[src/rtl/tpid_pkg.sv]
// Shared constants, micro-op codes and status types of the two-axis PID position controller.
package tpid_pkg;

    localparam int STEPS_PER_MM_DEF = 5;
    localparam int NUM_AXES_DEF     = 2;

    localparam int CFG_IDX_W  = 2;
    localparam int CFG_DATA_W = 16;

    localparam logic [CFG_IDX_W-1:0] REG_PROP_GAIN  = 2'd0;
    localparam logic [CFG_IDX_W-1:0] REG_INTEG_GAIN = 2'd1;
    localparam logic [CFG_IDX_W-1:0] REG_DERIV_GAIN = 2'd2;
    localparam logic [CFG_IDX_W-1:0] REG_DEAD_BAND  = 2'd3;

    localparam logic [CFG_DATA_W-1:0] PROP_GAIN_RST  = 16'd2048;
    localparam logic [CFG_DATA_W-1:0] INTEG_GAIN_RST = 16'd0;
    localparam logic [CFG_DATA_W-1:0] DERIV_GAIN_RST = 16'd512;
    localparam logic [CFG_DATA_W-1:0] DEAD_BAND_RST  = 16'd512;

    localparam int MS_PER_S = 1000;

    localparam int DIV_NUM_W        = 64;
    localparam int DIV_DEN_W        = 16;
    localparam int DIV_BITS_PER_CYC = 4;

    typedef enum logic [4:0] {
        OP_NONE,
        OP_LOAD,
        OP_POS_START,
        OP_ERR,
        OP_TEST,
        OP_MUL_EMS,
        OP_INTEG,
        OP_MUL_IHI,
        OP_MUL_ILO,
        OP_I_FORM,
        OP_I_START,
        OP_I_WAIT,
        OP_DE,
        OP_MUL_D,
        OP_D_K,
        OP_D_START,
        OP_D_WAIT,
        OP_ABS,
        OP_MUL_SLO,
        OP_MUL_SHI,
        OP_SCALE,
        OP_GOAL,
        OP_OUT
    } op_t;

    typedef struct packed {
        logic skip;
        logic ms_zero;
        logic div_done;
    } dp_status_t;

endpackage

[src/rtl/tpid_div.sv]
// Iterative unsigned divider, four quotient bits per cycle.
module tpid_div (
    input  logic                           aclk,
    input  logic                           aresetn,
    input  logic                           start,
    input  logic [tpid_pkg::DIV_NUM_W-1:0] num,
    input  logic [tpid_pkg::DIV_DEN_W-1:0] den,
    output logic                           done,
    output logic [tpid_pkg::DIV_NUM_W-1:0] quo
);
    import tpid_pkg::*;

    localparam int STEPS = DIV_NUM_W / DIV_BITS_PER_CYC;
    localparam int CNT_W = $clog2(STEPS);

    logic                 busy_reg;
    logic                 done_reg;
    logic [CNT_W-1:0]     cnt_reg;
    logic [DIV_NUM_W-1:0] q_reg;
    logic [DIV_DEN_W:0]   r_reg;
    logic [DIV_DEN_W-1:0] den_reg;
    logic [DIV_NUM_W-1:0] q_next;
    logic [DIV_DEN_W:0]   r_next;

    always_comb begin
        q_next = q_reg;
        r_next = r_reg;
        for (int k = 0; k < DIV_BITS_PER_CYC; k++) begin
            r_next = {r_next[DIV_DEN_W-1:0], q_next[DIV_NUM_W-1]};
            q_next = {q_next[DIV_NUM_W-2:0], 1'b0};
            if (r_next >= {1'b0, den_reg}) begin
                r_next    = r_next - {1'b0, den_reg};
                q_next[0] = 1'b1;
            end
        end
    end

    always_ff @(posedge aclk) begin
        if (!aresetn) begin
            busy_reg <= 1'b0;
            done_reg <= 1'b0;
            cnt_reg  <= '0;
        end else begin
            done_reg <= 1'b0;
            if (start) begin
                busy_reg <= 1'b1;
                cnt_reg  <= CNT_W'(STEPS - 1);
            end else if (busy_reg) begin
                cnt_reg <= cnt_reg - 1'b1;
                if (cnt_reg == '0) begin
                    busy_reg <= 1'b0;
                    done_reg <= 1'b1;
                end
            end
        end
    end

    always_ff @(posedge aclk) begin
        if (start) begin
            q_reg   <= num;
            r_reg   <= '0;
            den_reg <= den;
        end else if (busy_reg) begin
            q_reg <= q_next;
            r_reg <= r_next;
        end
    end

    assign done = done_reg;
    assign quo  = q_reg;

endmodule

[src/rtl/tpid_dp.sv]
// Datapath: configuration registers, per-axis state, shared multiplier and divider.
module tpid_dp #(
    parameter int STEPS_PER_MM = tpid_pkg::STEPS_PER_MM_DEF,
    parameter int NUM_AXES     = tpid_pkg::NUM_AXES_DEF
) (
    input  logic                            aclk,
    input  logic                            aresetn,
    input  logic                            cfg_wr_en,
    input  logic [tpid_pkg::CFG_IDX_W-1:0]  cfg_addr,
    input  logic [tpid_pkg::CFG_DATA_W-1:0] cfg_wdata,
    input  logic                            s_axis_sel,
    input  logic signed [23:0]              s_target_mm,
    input  logic signed [23:0]              s_now_steps,
    input  logic [15:0]                     s_elapsed_ms,
    output logic                            m_axis_out,
    output logic signed [31:0]              m_goal_steps,
    output logic                            m_moved,
    output logic                            m_zero_dt,
    output logic                            m_clipped,
    input  tpid_pkg::op_t                   cmd,
    output tpid_pkg::dp_status_t            status
);
    import tpid_pkg::*;

    localparam int SLOTS = (NUM_AXES > 2) ? 2 : NUM_AXES;

    localparam logic signed [51:0] I48_HI = (52'sd1 <<< 47) - 52'sd1;
    localparam logic signed [51:0] I48_LO = -(52'sd1 <<< 47);
    localparam logic signed [33:0] E_HI   = 34'sd2147483647;
    localparam logic signed [33:0] E_LO   = -34'sd2147483648;
    localparam logic signed [63:0] G_HI   = 64'sd2147483647;
    localparam logic signed [63:0] G_LO   = -64'sd2147483648;

    logic [15:0]        kp_reg, ki_reg, kd_reg, db_reg;
    logic signed [47:0] integ_mem [SLOTS];
    logic signed [31:0] prev_mem  [SLOTS];

    logic               axis_reg;
    logic signed [23:0] tgt_reg;
    logic signed [23:0] now_reg;
    logic [15:0]        ms_reg;
    logic signed [31:0] err_reg;
    logic signed [47:0] integ_reg;
    logic signed [63:0] acc_reg;
    logic signed [63:0] tmp_reg;
    logic signed [50:0] prod_reg;
    logic               dsign_reg, ssign_reg;
    logic               moved_reg, zdt_reg, clip_reg;
    logic signed [31:0] goal_reg;

    logic               out_axis_reg;
    logic signed [31:0] out_goal_reg;
    logic               out_moved_reg, out_zdt_reg, out_clip_reg;

    logic signed [16:0] mul_a;
    logic signed [33:0] mul_b;
    logic signed [50:0] mul_p;

    logic               axis_ok;
    logic signed [47:0] integ_rd;
    logic signed [31:0] prev_rd;
    logic signed [51:0] integ_sum;
    logic signed [47:0] integ_sat;
    logic               integ_hit;
    logic signed [33:0] pos_mag, pos, diff;
    logic signed [31:0] err_sat;
    logic signed [32:0] err_ext, err_mag;
    logic               skip_w;
    logic               div_start, div_done;
    logic signed [63:0] div_src;
    logic [63:0]        div_num, div_quo;
    logic [15:0]        div_den;
    logic signed [63:0] q_s;
    logic signed [63:0] dk, scale_mag, acc_abs, gsum;
    logic signed [31:0] goal_sat;
    logic               goal_hit;

    tpid_div u_div (
        .aclk    (aclk),
        .aresetn (aresetn),
        .start   (div_start),
        .num     (div_num),
        .den     (div_den),
        .done    (div_done),
        .quo     (div_quo)
    );

    always_comb begin
        mul_a = '0;
        mul_b = '0;
        case (cmd)
            OP_MUL_EMS: begin
                mul_a = {1'b0, ms_reg};
                mul_b = 34'(err_reg);
            end
            OP_INTEG: begin
                mul_a = {1'b0, kp_reg};
                mul_b = 34'(err_reg);
            end
            OP_MUL_IHI: begin
                mul_a = {1'b0, ki_reg};
                mul_b = 34'($signed(integ_reg[47:24]));
            end
            OP_MUL_ILO: begin
                mul_a = {1'b0, ki_reg};
                mul_b = {10'b0, integ_reg[23:0]};
            end
            OP_MUL_D: begin
                mul_a = {1'b0, kd_reg};
                mul_b = $signed(tmp_reg[33:0]);
            end
            OP_MUL_SLO: begin
                mul_a = 17'(STEPS_PER_MM);
                mul_b = {2'b0, tmp_reg[31:0]};
            end
            OP_MUL_SHI: begin
                mul_a = 17'(STEPS_PER_MM);
                mul_b = {2'b0, tmp_reg[63:32]};
            end
            default: begin
                mul_a = '0;
                mul_b = '0;
            end
        endcase
    end

    assign mul_p = 51'(mul_a) * 51'(mul_b);

    assign axis_ok  = int'(axis_reg) < NUM_AXES;
    assign integ_rd = integ_mem[axis_reg];
    assign prev_rd  = prev_mem[axis_reg];

    always_comb begin
        integ_sum = 52'(integ_rd) + 52'(prod_reg);
        integ_hit = 1'b0;
        if (integ_sum > I48_HI) begin
            integ_sat = 48'(I48_HI);
            integ_hit = 1'b1;
        end else if (integ_sum < I48_LO) begin
            integ_sat = 48'(I48_LO);
            integ_hit = 1'b1;
        end else begin
            integ_sat = 48'(integ_sum);
        end
    end

    always_comb begin
        pos_mag = $signed({1'b0, div_quo[32:0]});
        pos     = dsign_reg ? -pos_mag : pos_mag;
        diff    = 34'(tgt_reg) - pos;
        if (diff > E_HI) begin
            err_sat = 32'(E_HI);
        end else if (diff < E_LO) begin
            err_sat = 32'(E_LO);
        end else begin
            err_sat = 32'(diff);
        end
    end

    assign err_ext = 33'(err_reg);
    assign err_mag = (err_ext < 0) ? -err_ext : err_ext;
    assign skip_w  = !axis_ok || (err_mag <= $signed({17'b0, db_reg}));

    assign div_start = (cmd == OP_POS_START) || (cmd == OP_I_START) || (cmd == OP_D_START);
    assign div_src   = (cmd == OP_POS_START) ? (64'(now_reg) <<< 8) : tmp_reg;
    assign div_num   = div_src[63] ? $unsigned(-div_src) : $unsigned(div_src);

    always_comb begin
        case (cmd)
            OP_POS_START: div_den = 16'(STEPS_PER_MM);
            OP_I_START:   div_den = 16'(MS_PER_S);
            default:      div_den = ms_reg;
        endcase
    end

    assign q_s       = dsign_reg ? -$signed(div_quo) : $signed(div_quo);
    assign dk        = 64'(prod_reg);
    assign scale_mag = (64'(prod_reg) <<< 16) + (acc_reg >>> 16);
    assign acc_abs   = acc_reg[63] ? -acc_reg : acc_reg;

    always_comb begin
        gsum     = 64'(now_reg) + acc_reg;
        goal_hit = 1'b0;
        if (gsum > G_HI) begin
            goal_sat = 32'(G_HI);
            goal_hit = 1'b1;
        end else if (gsum < G_LO) begin
            goal_sat = 32'(G_LO);
            goal_hit = 1'b1;
        end else begin
            goal_sat = 32'(gsum);
        end
    end

    always_ff @(posedge aclk) begin
        if (!aresetn) begin
            kp_reg <= PROP_GAIN_RST;
            ki_reg <= INTEG_GAIN_RST;
            kd_reg <= DERIV_GAIN_RST;
            db_reg <= DEAD_BAND_RST;
            for (int i = 0; i < SLOTS; i++) begin
                integ_mem[i] <= '0;
                prev_mem[i]  <= '0;
            end
        end else begin
            if (cfg_wr_en) begin
                case (cfg_addr)
                    REG_PROP_GAIN:  kp_reg <= cfg_wdata;
                    REG_INTEG_GAIN: ki_reg <= cfg_wdata;
                    REG_DERIV_GAIN: kd_reg <= cfg_wdata;
                    REG_DEAD_BAND:  db_reg <= cfg_wdata;
                    default: ;
                endcase
            end
            if (cmd == OP_INTEG) begin
                integ_mem[axis_reg] <= integ_sat;
            end
            if (cmd == OP_DE) begin
                prev_mem[axis_reg] <= err_reg;
            end
        end
    end

    always_ff @(posedge aclk) begin
        if (div_start) begin
            dsign_reg <= div_src[63];
        end
        case (cmd)
            OP_LOAD: begin
                axis_reg <= s_axis_sel;
                tgt_reg  <= s_target_mm;
                now_reg  <= s_now_steps;
                ms_reg   <= s_elapsed_ms;
                clip_reg <= 1'b0;
            end
            OP_ERR: err_reg <= err_sat;
            OP_TEST: begin
                moved_reg <= !skip_w;
                zdt_reg   <= !skip_w && (ms_reg == '0);
                goal_reg  <= 32'(now_reg);
            end
            OP_MUL_EMS: prod_reg <= mul_p;
            OP_INTEG: begin
                integ_reg <= integ_sat;
                clip_reg  <= integ_hit;
                prod_reg  <= mul_p;
            end
            OP_MUL_IHI: begin
                acc_reg  <= 64'(prod_reg);
                prod_reg <= mul_p;
            end
            OP_MUL_ILO: begin
                tmp_reg  <= 64'(prod_reg) <<< 24;
                prod_reg <= mul_p;
            end
            OP_I_FORM: tmp_reg <= tmp_reg + 64'(prod_reg);
            OP_I_WAIT: begin
                if (div_done) begin
                    acc_reg <= acc_reg + q_s;
                end
            end
            OP_DE: tmp_reg <= 64'(err_reg) - 64'(prev_rd);
            OP_MUL_D: prod_reg <= mul_p;
            OP_D_K: tmp_reg <= (dk <<< 10) - (dk <<< 4) - (dk <<< 3);
            OP_D_WAIT: begin
                if (div_done) begin
                    acc_reg <= acc_reg + q_s;
                end
            end
            OP_ABS: begin
                tmp_reg   <= acc_abs;
                ssign_reg <= acc_reg[63];
            end
            OP_MUL_SLO: prod_reg <= mul_p;
            OP_MUL_SHI: begin
                acc_reg  <= 64'(prod_reg);
                prod_reg <= mul_p;
            end
            OP_SCALE: acc_reg <= ssign_reg ? -scale_mag : scale_mag;
            OP_GOAL: begin
                goal_reg <= goal_sat;
                clip_reg <= clip_reg | goal_hit;
            end
            OP_OUT: begin
                out_axis_reg  <= axis_reg;
                out_goal_reg  <= goal_reg;
                out_moved_reg <= moved_reg;
                out_zdt_reg   <= zdt_reg;
                out_clip_reg  <= clip_reg;
            end
            default: ;
        endcase
    end

    assign status.skip     = skip_w;
    assign status.ms_zero  = (ms_reg == '0);
    assign status.div_done = div_done;

    assign m_axis_out   = out_axis_reg;
    assign m_goal_steps = out_goal_reg;
    assign m_moved      = out_moved_reg;
    assign m_zero_dt    = out_zdt_reg;
    assign m_clipped    = out_clip_reg;

endmodule

[src/rtl/tpid_ctrl.sv]
// Controller: sequences the datapath micro-ops and owns both channel handshakes.
module tpid_ctrl (
    input  logic                 aclk,
    input  logic                 aresetn,
    input  logic                 s_valid,
    output logic                 s_ready,
    output logic                 m_valid,
    input  logic                 m_ready,
    input  tpid_pkg::dp_status_t status,
    output tpid_pkg::op_t        cmd
);
    import tpid_pkg::*;

    typedef enum logic [4:0] {
        ST_IDLE,
        ST_POS,
        ST_POS_WAIT,
        ST_ERR,
        ST_TEST,
        ST_MUL_EMS,
        ST_INTEG,
        ST_MUL_IHI,
        ST_MUL_ILO,
        ST_I_FORM,
        ST_I_START,
        ST_I_WAIT,
        ST_DE,
        ST_MUL_D,
        ST_D_K,
        ST_D_START,
        ST_D_WAIT,
        ST_ABS,
        ST_MUL_SLO,
        ST_MUL_SHI,
        ST_SCALE,
        ST_GOAL,
        ST_FINISH
    } state_t;

    state_t state_reg, state_next;
    logic   m_valid_reg, m_valid_next;

    always_comb begin
        state_next   = state_reg;
        m_valid_next = m_valid_reg;
        cmd          = OP_NONE;
        if (m_valid_reg && m_ready) begin
            m_valid_next = 1'b0;
        end
        case (state_reg)
            ST_IDLE: begin
                if (s_valid) begin
                    cmd        = OP_LOAD;
                    state_next = ST_POS;
                end
            end
            ST_POS: begin
                cmd        = OP_POS_START;
                state_next = ST_POS_WAIT;
            end
            ST_POS_WAIT: begin
                if (status.div_done) begin
                    state_next = ST_ERR;
                end
            end
            ST_ERR: begin
                cmd        = OP_ERR;
                state_next = ST_TEST;
            end
            ST_TEST: begin
                cmd        = OP_TEST;
                state_next = status.skip ? ST_FINISH : ST_MUL_EMS;
            end
            ST_MUL_EMS: begin
                cmd        = OP_MUL_EMS;
                state_next = ST_INTEG;
            end
            ST_INTEG: begin
                cmd        = OP_INTEG;
                state_next = ST_MUL_IHI;
            end
            ST_MUL_IHI: begin
                cmd        = OP_MUL_IHI;
                state_next = ST_MUL_ILO;
            end
            ST_MUL_ILO: begin
                cmd        = OP_MUL_ILO;
                state_next = ST_I_FORM;
            end
            ST_I_FORM: begin
                cmd        = OP_I_FORM;
                state_next = ST_I_START;
            end
            ST_I_START: begin
                cmd        = OP_I_START;
                state_next = ST_I_WAIT;
            end
            ST_I_WAIT: begin
                cmd = OP_I_WAIT;
                if (status.div_done) begin
                    state_next = ST_DE;
                end
            end
            ST_DE: begin
                cmd        = OP_DE;
                state_next = status.ms_zero ? ST_ABS : ST_MUL_D;
            end
            ST_MUL_D: begin
                cmd        = OP_MUL_D;
                state_next = ST_D_K;
            end
            ST_D_K: begin
                cmd        = OP_D_K;
                state_next = ST_D_START;
            end
            ST_D_START: begin
                cmd        = OP_D_START;
                state_next = ST_D_WAIT;
            end
            ST_D_WAIT: begin
                cmd = OP_D_WAIT;
                if (status.div_done) begin
                    state_next = ST_ABS;
                end
            end
            ST_ABS: begin
                cmd        = OP_ABS;
                state_next = ST_MUL_SLO;
            end
            ST_MUL_SLO: begin
                cmd        = OP_MUL_SLO;
                state_next = ST_MUL_SHI;
            end
            ST_MUL_SHI: begin
                cmd        = OP_MUL_SHI;
                state_next = ST_SCALE;
            end
            ST_SCALE: begin
                cmd        = OP_SCALE;
                state_next = ST_GOAL;
            end
            ST_GOAL: begin
                cmd        = OP_GOAL;
                state_next = ST_FINISH;
            end
            ST_FINISH: begin
                if (!m_valid_reg || m_ready) begin
                    cmd          = OP_OUT;
                    m_valid_next = 1'b1;
                    state_next   = ST_IDLE;
                end
            end
            default: begin
                state_next = ST_IDLE;
            end
        endcase
    end

    always_ff @(posedge aclk) begin
        if (!aresetn) begin
            state_reg   <= ST_IDLE;
            m_valid_reg <= 1'b0;
        end else begin
            state_reg   <= state_next;
            m_valid_reg <= m_valid_next;
        end
    end

    assign s_ready = (state_reg == ST_IDLE);
    assign m_valid = m_valid_reg;

endmodule

[src/rtl/two_axis_pid_position_deadband.sv]
// Top level of the two-axis PID position controller with deadband.
// An item runs the position divide; with a correction it also runs the integral and derivative
// divides, up to three on the shared radix-16 divider, and with elapsed_ms zero the derivative one
// is skipped. Inside the deadband or beyond NUM_AXES it goes from the test straight to the result.
// One item at a time: s_ready rises as the result is loaded, which waits while a beat is stalled.
// Synchronous active-low reset restores default gains and clears integrators and previous errors.
module two_axis_pid_position_deadband #(
    parameter int STEPS_PER_MM = tpid_pkg::STEPS_PER_MM_DEF,
    parameter int NUM_AXES     = tpid_pkg::NUM_AXES_DEF
) (
    input  logic                            aclk,
    input  logic                            aresetn,
    input  logic                            cfg_wr_en,
    input  logic [tpid_pkg::CFG_IDX_W-1:0]  cfg_addr,
    input  logic [tpid_pkg::CFG_DATA_W-1:0] cfg_wdata,
    input  logic                            s_valid,
    output logic                            s_ready,
    input  logic                            s_axis_sel,
    input  logic signed [23:0]              s_target_mm,
    input  logic signed [23:0]              s_now_steps,
    input  logic [15:0]                     s_elapsed_ms,
    output logic                            m_valid,
    input  logic                            m_ready,
    output logic                            m_axis_out,
    output logic signed [31:0]              m_goal_steps,
    output logic                            m_moved,
    output logic                            m_zero_dt,
    output logic                            m_clipped
);
    import tpid_pkg::*;

    op_t        cmd;
    dp_status_t status;

    tpid_ctrl u_ctrl (
        .aclk    (aclk),
        .aresetn (aresetn),
        .s_valid (s_valid),
        .s_ready (s_ready),
        .m_valid (m_valid),
        .m_ready (m_ready),
        .status  (status),
        .cmd     (cmd)
    );

    tpid_dp #(
        .STEPS_PER_MM (STEPS_PER_MM),
        .NUM_AXES     (NUM_AXES)
    ) u_dp (
        .aclk         (aclk),
        .aresetn      (aresetn),
        .cfg_wr_en    (cfg_wr_en),
        .cfg_addr     (cfg_addr),
        .cfg_wdata    (cfg_wdata),
        .s_axis_sel   (s_axis_sel),
        .s_target_mm  (s_target_mm),
        .s_now_steps  (s_now_steps),
        .s_elapsed_ms (s_elapsed_ms),
        .m_axis_out   (m_axis_out),
        .m_goal_steps (m_goal_steps),
        .m_moved      (m_moved),
        .m_zero_dt    (m_zero_dt),
        .m_clipped    (m_clipped),
        .cmd          (cmd),
        .status       (status)
    );

endmodule

[config.mk]
export PLATFORM = sky130hd
export DESIGN_NAME = two_axis_pid_position_deadband
export DESIGN_NICKNAME = d
export VERILOG_FILES = /design/src/rtl/tpid_pkg.sv /design/src/rtl/tpid_div.sv /design/src/rtl/tpid_dp.sv /design/src/rtl/tpid_ctrl.sv /design/src/rtl/two_axis_pid_position_deadband.sv
export SDC_FILE = /design/constraint.sdc
export NUM_CORES = 2
export LEC_CHECK = 0
export ABC_AREA = 0
export BUFFER_PORTS_ARGS = -buffer_cell sky130_fd_sc_hd__buf_4
export CORE_MARGIN = 4
export CORE_UTILIZATION = 36
export CTS_CLUSTER_DIAMETER = 120
export DETAILED_ROUTE_END_ITERATION = 8
export HOLD_SLACK_MARGIN = 0.1
export PLACE_DENSITY = 0.46
export SYNTH_ARGS = -nofsm -noshare
export SYNTH_HDL_FRONTEND = slang
export SYNTH_SLANG_ARGS = --single-unit
[constraint.sdc]
create_clock -name aclk -period 31.6 [get_ports aclk]
set_clock_uncertainty 0.2 [all_clocks]
set_input_delay 6.32 -clock aclk [delete_from_list [all_inputs] [get_ports aclk]]
set_output_delay 6.32 -clock aclk [all_outputs]
set_load 0.02 [all_outputs]
==> impl_results.md <==
* Worst EP arrival at 13,180 ps
* CP Max Fanout at 23
* First-pass GRT wire length at 505,000 µm
* Via count at 75,200
* Synth Cell Area at 84,000 µm²
* Post-synth top cells: nand2_1 (1,110), inv_1 (914), o21ai_0 (708)
* Gpl congestion at 0.953
* R2r worst-path depth at 49
* Final WL at 351,000 µm
* H-tree Lvls at 3
* Final Worst Setup Slack at 18,750 ps
* RR Startpoint: u_dp.u_div.den_reg[1]$_DFFE_PN_
* Share of layout cells above drive strength 1 at 0.0675
* PortBufs at 125
* Layout area overhead at 9.42%
* CP endpoint kind: flop
* Part of the Yosys area used for sequential elements at 0.250
* CTS sink count at 730
* CP required at 31,930 ps
* Pins over their slew limit at 0
* Via/cell ratio at 5.90
* Final Critical Period at 12,850 ps
* Clk Latency, worst-skew pair at 790 ps
* Largest net degree at the start of global routing at 128
* Hold EP: u_dp.m_goal_steps[11]$_DFFE_PN_
* Fillcell total at 23,700
* Top-count cell post-synth: nand2_1
* Status: complete, no violations
* CP top delay family: compound AO/OA/AOI/OAI gates
* CP startpoint kind: flop
* Most used flip-flop cell after synthesis: edfxtp_1
* Cts hold-fix bufs at 0
* Fin crit share at 0.407
* Clock slew at reported path FFs at 70 ps
* Most common cell on crit path: a21oi_1
* DRC viols at 0
* Inserted Clock Buffers at 96
* Die W at 491 µm
* VDD IR max at 0.345 mV
* Max-slew headroom at 0.151
* Power density cells at 101 nW/µm²
* Clk buf depth at 3
* Initial core utilization at 0.361
* CTS tree: done
* CP peak stage delay at 680 ps
* Fmax at 77.8 MHz
* Buf/Inv on CP at 5
* Core area at 232,000 µm²
* Ranking of synthesized cells by area: edfxtp_1 (23%), fa_1 (14%), ha_1 (9.3%)
* Synth async-reset ratio at 0
* Row cnt at 177
* Post-layout net count at 10,900
* DR WL/cell at 27.5 µm
* Root Driver: clkbuf_16
* Hold Crit Start: u_dp.goal_reg[11]$_DFFE_PP_
* Top reg by flops: u_dp.integ_mem
* Leakage power at 38.0 nW
* DRT Pass-1 Iters at 9
* Post-DP HPWL at 273,000 µm
* Vias in the first global route at 73,500
* Pin slew with the least headroom to its limit at 1270 ps
* Vert. Die Dim at 491 µm
* Count of final hold-check violations at 0
* R2R Setup Slk at 18,750 ps
* Total global-route track usage at 0.281
* Routed Antenna Nets at 0
* Pre-CTS setup slack at 18,840 ps
* Max Cap Violations at 0
* CP max-delay cell: o41ai_1
* Initial antenna violation count at 24
* Buffer count from post-CTS setup fixing at 0
* Total grt overflow at 0
* Total power at 9.31 mW
* Die ar. at 241,000 µm²
* Hold Crit Depth at 0
* Unique masters post-synth at 100
* Flops & latches, synth at 730
* Largest register FFs at 96
* Syn Nets at 11,000
* Syn avg cell area at 8.67 µm²
* Drt initial violations at 7,148
* R2R Path End: u_dp.u_div.quo[0]$_DFFE_PP_
* Cells after Synth at 9,687
* Area share of the largest cell type after synthesis at 0.228
* Final setup vio count at 0
* Tightest Hold Check Type: reg -> reg
* Yosys warns at 0
* RSZ-0062 raised after global routing: no
* Worst Setup Path Type: reg -> reg
* CTS resizes at 0
* Area leader, netlist: edfxtp_1
* Sum of negative setup slack at 0 ps
* Post-synth EDFFs at 637
* # IOs at 126
power breakdown:
part           internal [mW]  switching [mW]  total (mW)
Sequential              1.35           0.246        1.60
Clock                  0.699           0.500        1.20
Combinational           2.53            3.98        6.51
layout make-up:
class	instances	area, µm²	area share
clock buffer	111	2470	0.0269
tap	3043	3810	0.0414
multi-input combinational	7589	58100	0.632
antenna	21	52.6	0.000572
inverter	916	3440	0.0374
timing repair buffer	279	2110	0.0229
clock inverter	66	905	0.00984
sequential	730	21000	0.228
through the flow:
step | cell area [µm²] | utilization | cells | hold WS, ps
2_1_floorplan | 84000 | - | 9687 | 200
3_3_place_gp | 88500 | 0.381 | 12600 | 203
3_5_place_dp | 88500 | 0.381 | 12600 | 205
4_1_cts | 91800 | 0.395 | 12700 | 208
5_1_grt | 91800 | 0.395 | 12700 | 217
6_report | 91900 | 0.396 | 12800 | 209
worst max-delay path by stage:
stage,start,to,slack [ps],cells past startpoint
final,u_dp.u_div.den_reg[1]$_DFFE_PN_,u_dp.u_div.quo[0]$_DFFE_PP_,18750,49
after global routing,u_dp.u_div.den_reg[1]$_DFFE_PN_,u_dp.u_div.quo[0]$_DFFE_PP_,17710,49
after detailed placement,u_dp.u_div.den_reg[1]$_DFFE_PN_,u_dp.u_div.quo[0]$_DFFE_PP_,18840,49
after global placement,u_dp.u_div.den_reg[1]$_DFFE_PN_,u_dp.u_div.quo[0]$_DFFE_PP_,18720,49
after floorplan,u_dp.u_div.den_reg[1]$_DFFE_PN_,u_dp.u_div.quo[0]$_DFFE_PP_,20440,49
after CTS,u_dp.u_div.den_reg[1]$_DFFE_PN_,u_dp.u_div.quo[0]$_DFFE_PP_,18770,49
logic make-up (layout without fill, tap and decap cells):
kind of cell,after synthesis,in the layout,share of synthesized area
simple gates,2847,2847,0.159
compound gates,2666,2666,0.205
buf+inv,1368,1372,0.0613
fa+ha+maj,1196,1196,0.229
flops,730,730,0.250
xor+xnor,716,716,0.0747
mux,164,164,0.0208
other cells,0,21,0
layer usage:
metal  global-route usage  wire (µm)
met5                    0         13
met4                0.107      14200
met3               0.0388      23200
met2                0.448     159000
met1                0.386     154000
placed cells by master (no fill, tap or decap), types with 37 or more instances in the layout:
master and n:
fa_1 572, nor4_1 42, o31ai_1 93, buf_4 278
mux2_2 82, nand2_1 1108, xor2_1 283, a21boi_0 89
nor2b_1 77, nor3_1 156, and4_1 37, a31oi_1 71
nor2_1 642, mux2i_1 82, o21ai_0 704, o21a_1 68
nand2b_1 87, o22ai_1 43, a211oi_1 60, or2_2 45
o21bai_1 88, and3_1 70, a21oi_1 619, nand4_1 125
a22oi_1 81, a221oi_1 46, nand3_1 140, dfxtp_1 92
xnor2_1 433, edfxtp_1 637, and2_1 110, inv_1 914
o221ai_1 42, a21o_1 297, clkbuf_16 96, o211ai_1 48
ha_1 624, or3_1 90
Power figures use the tool's default switching activity.
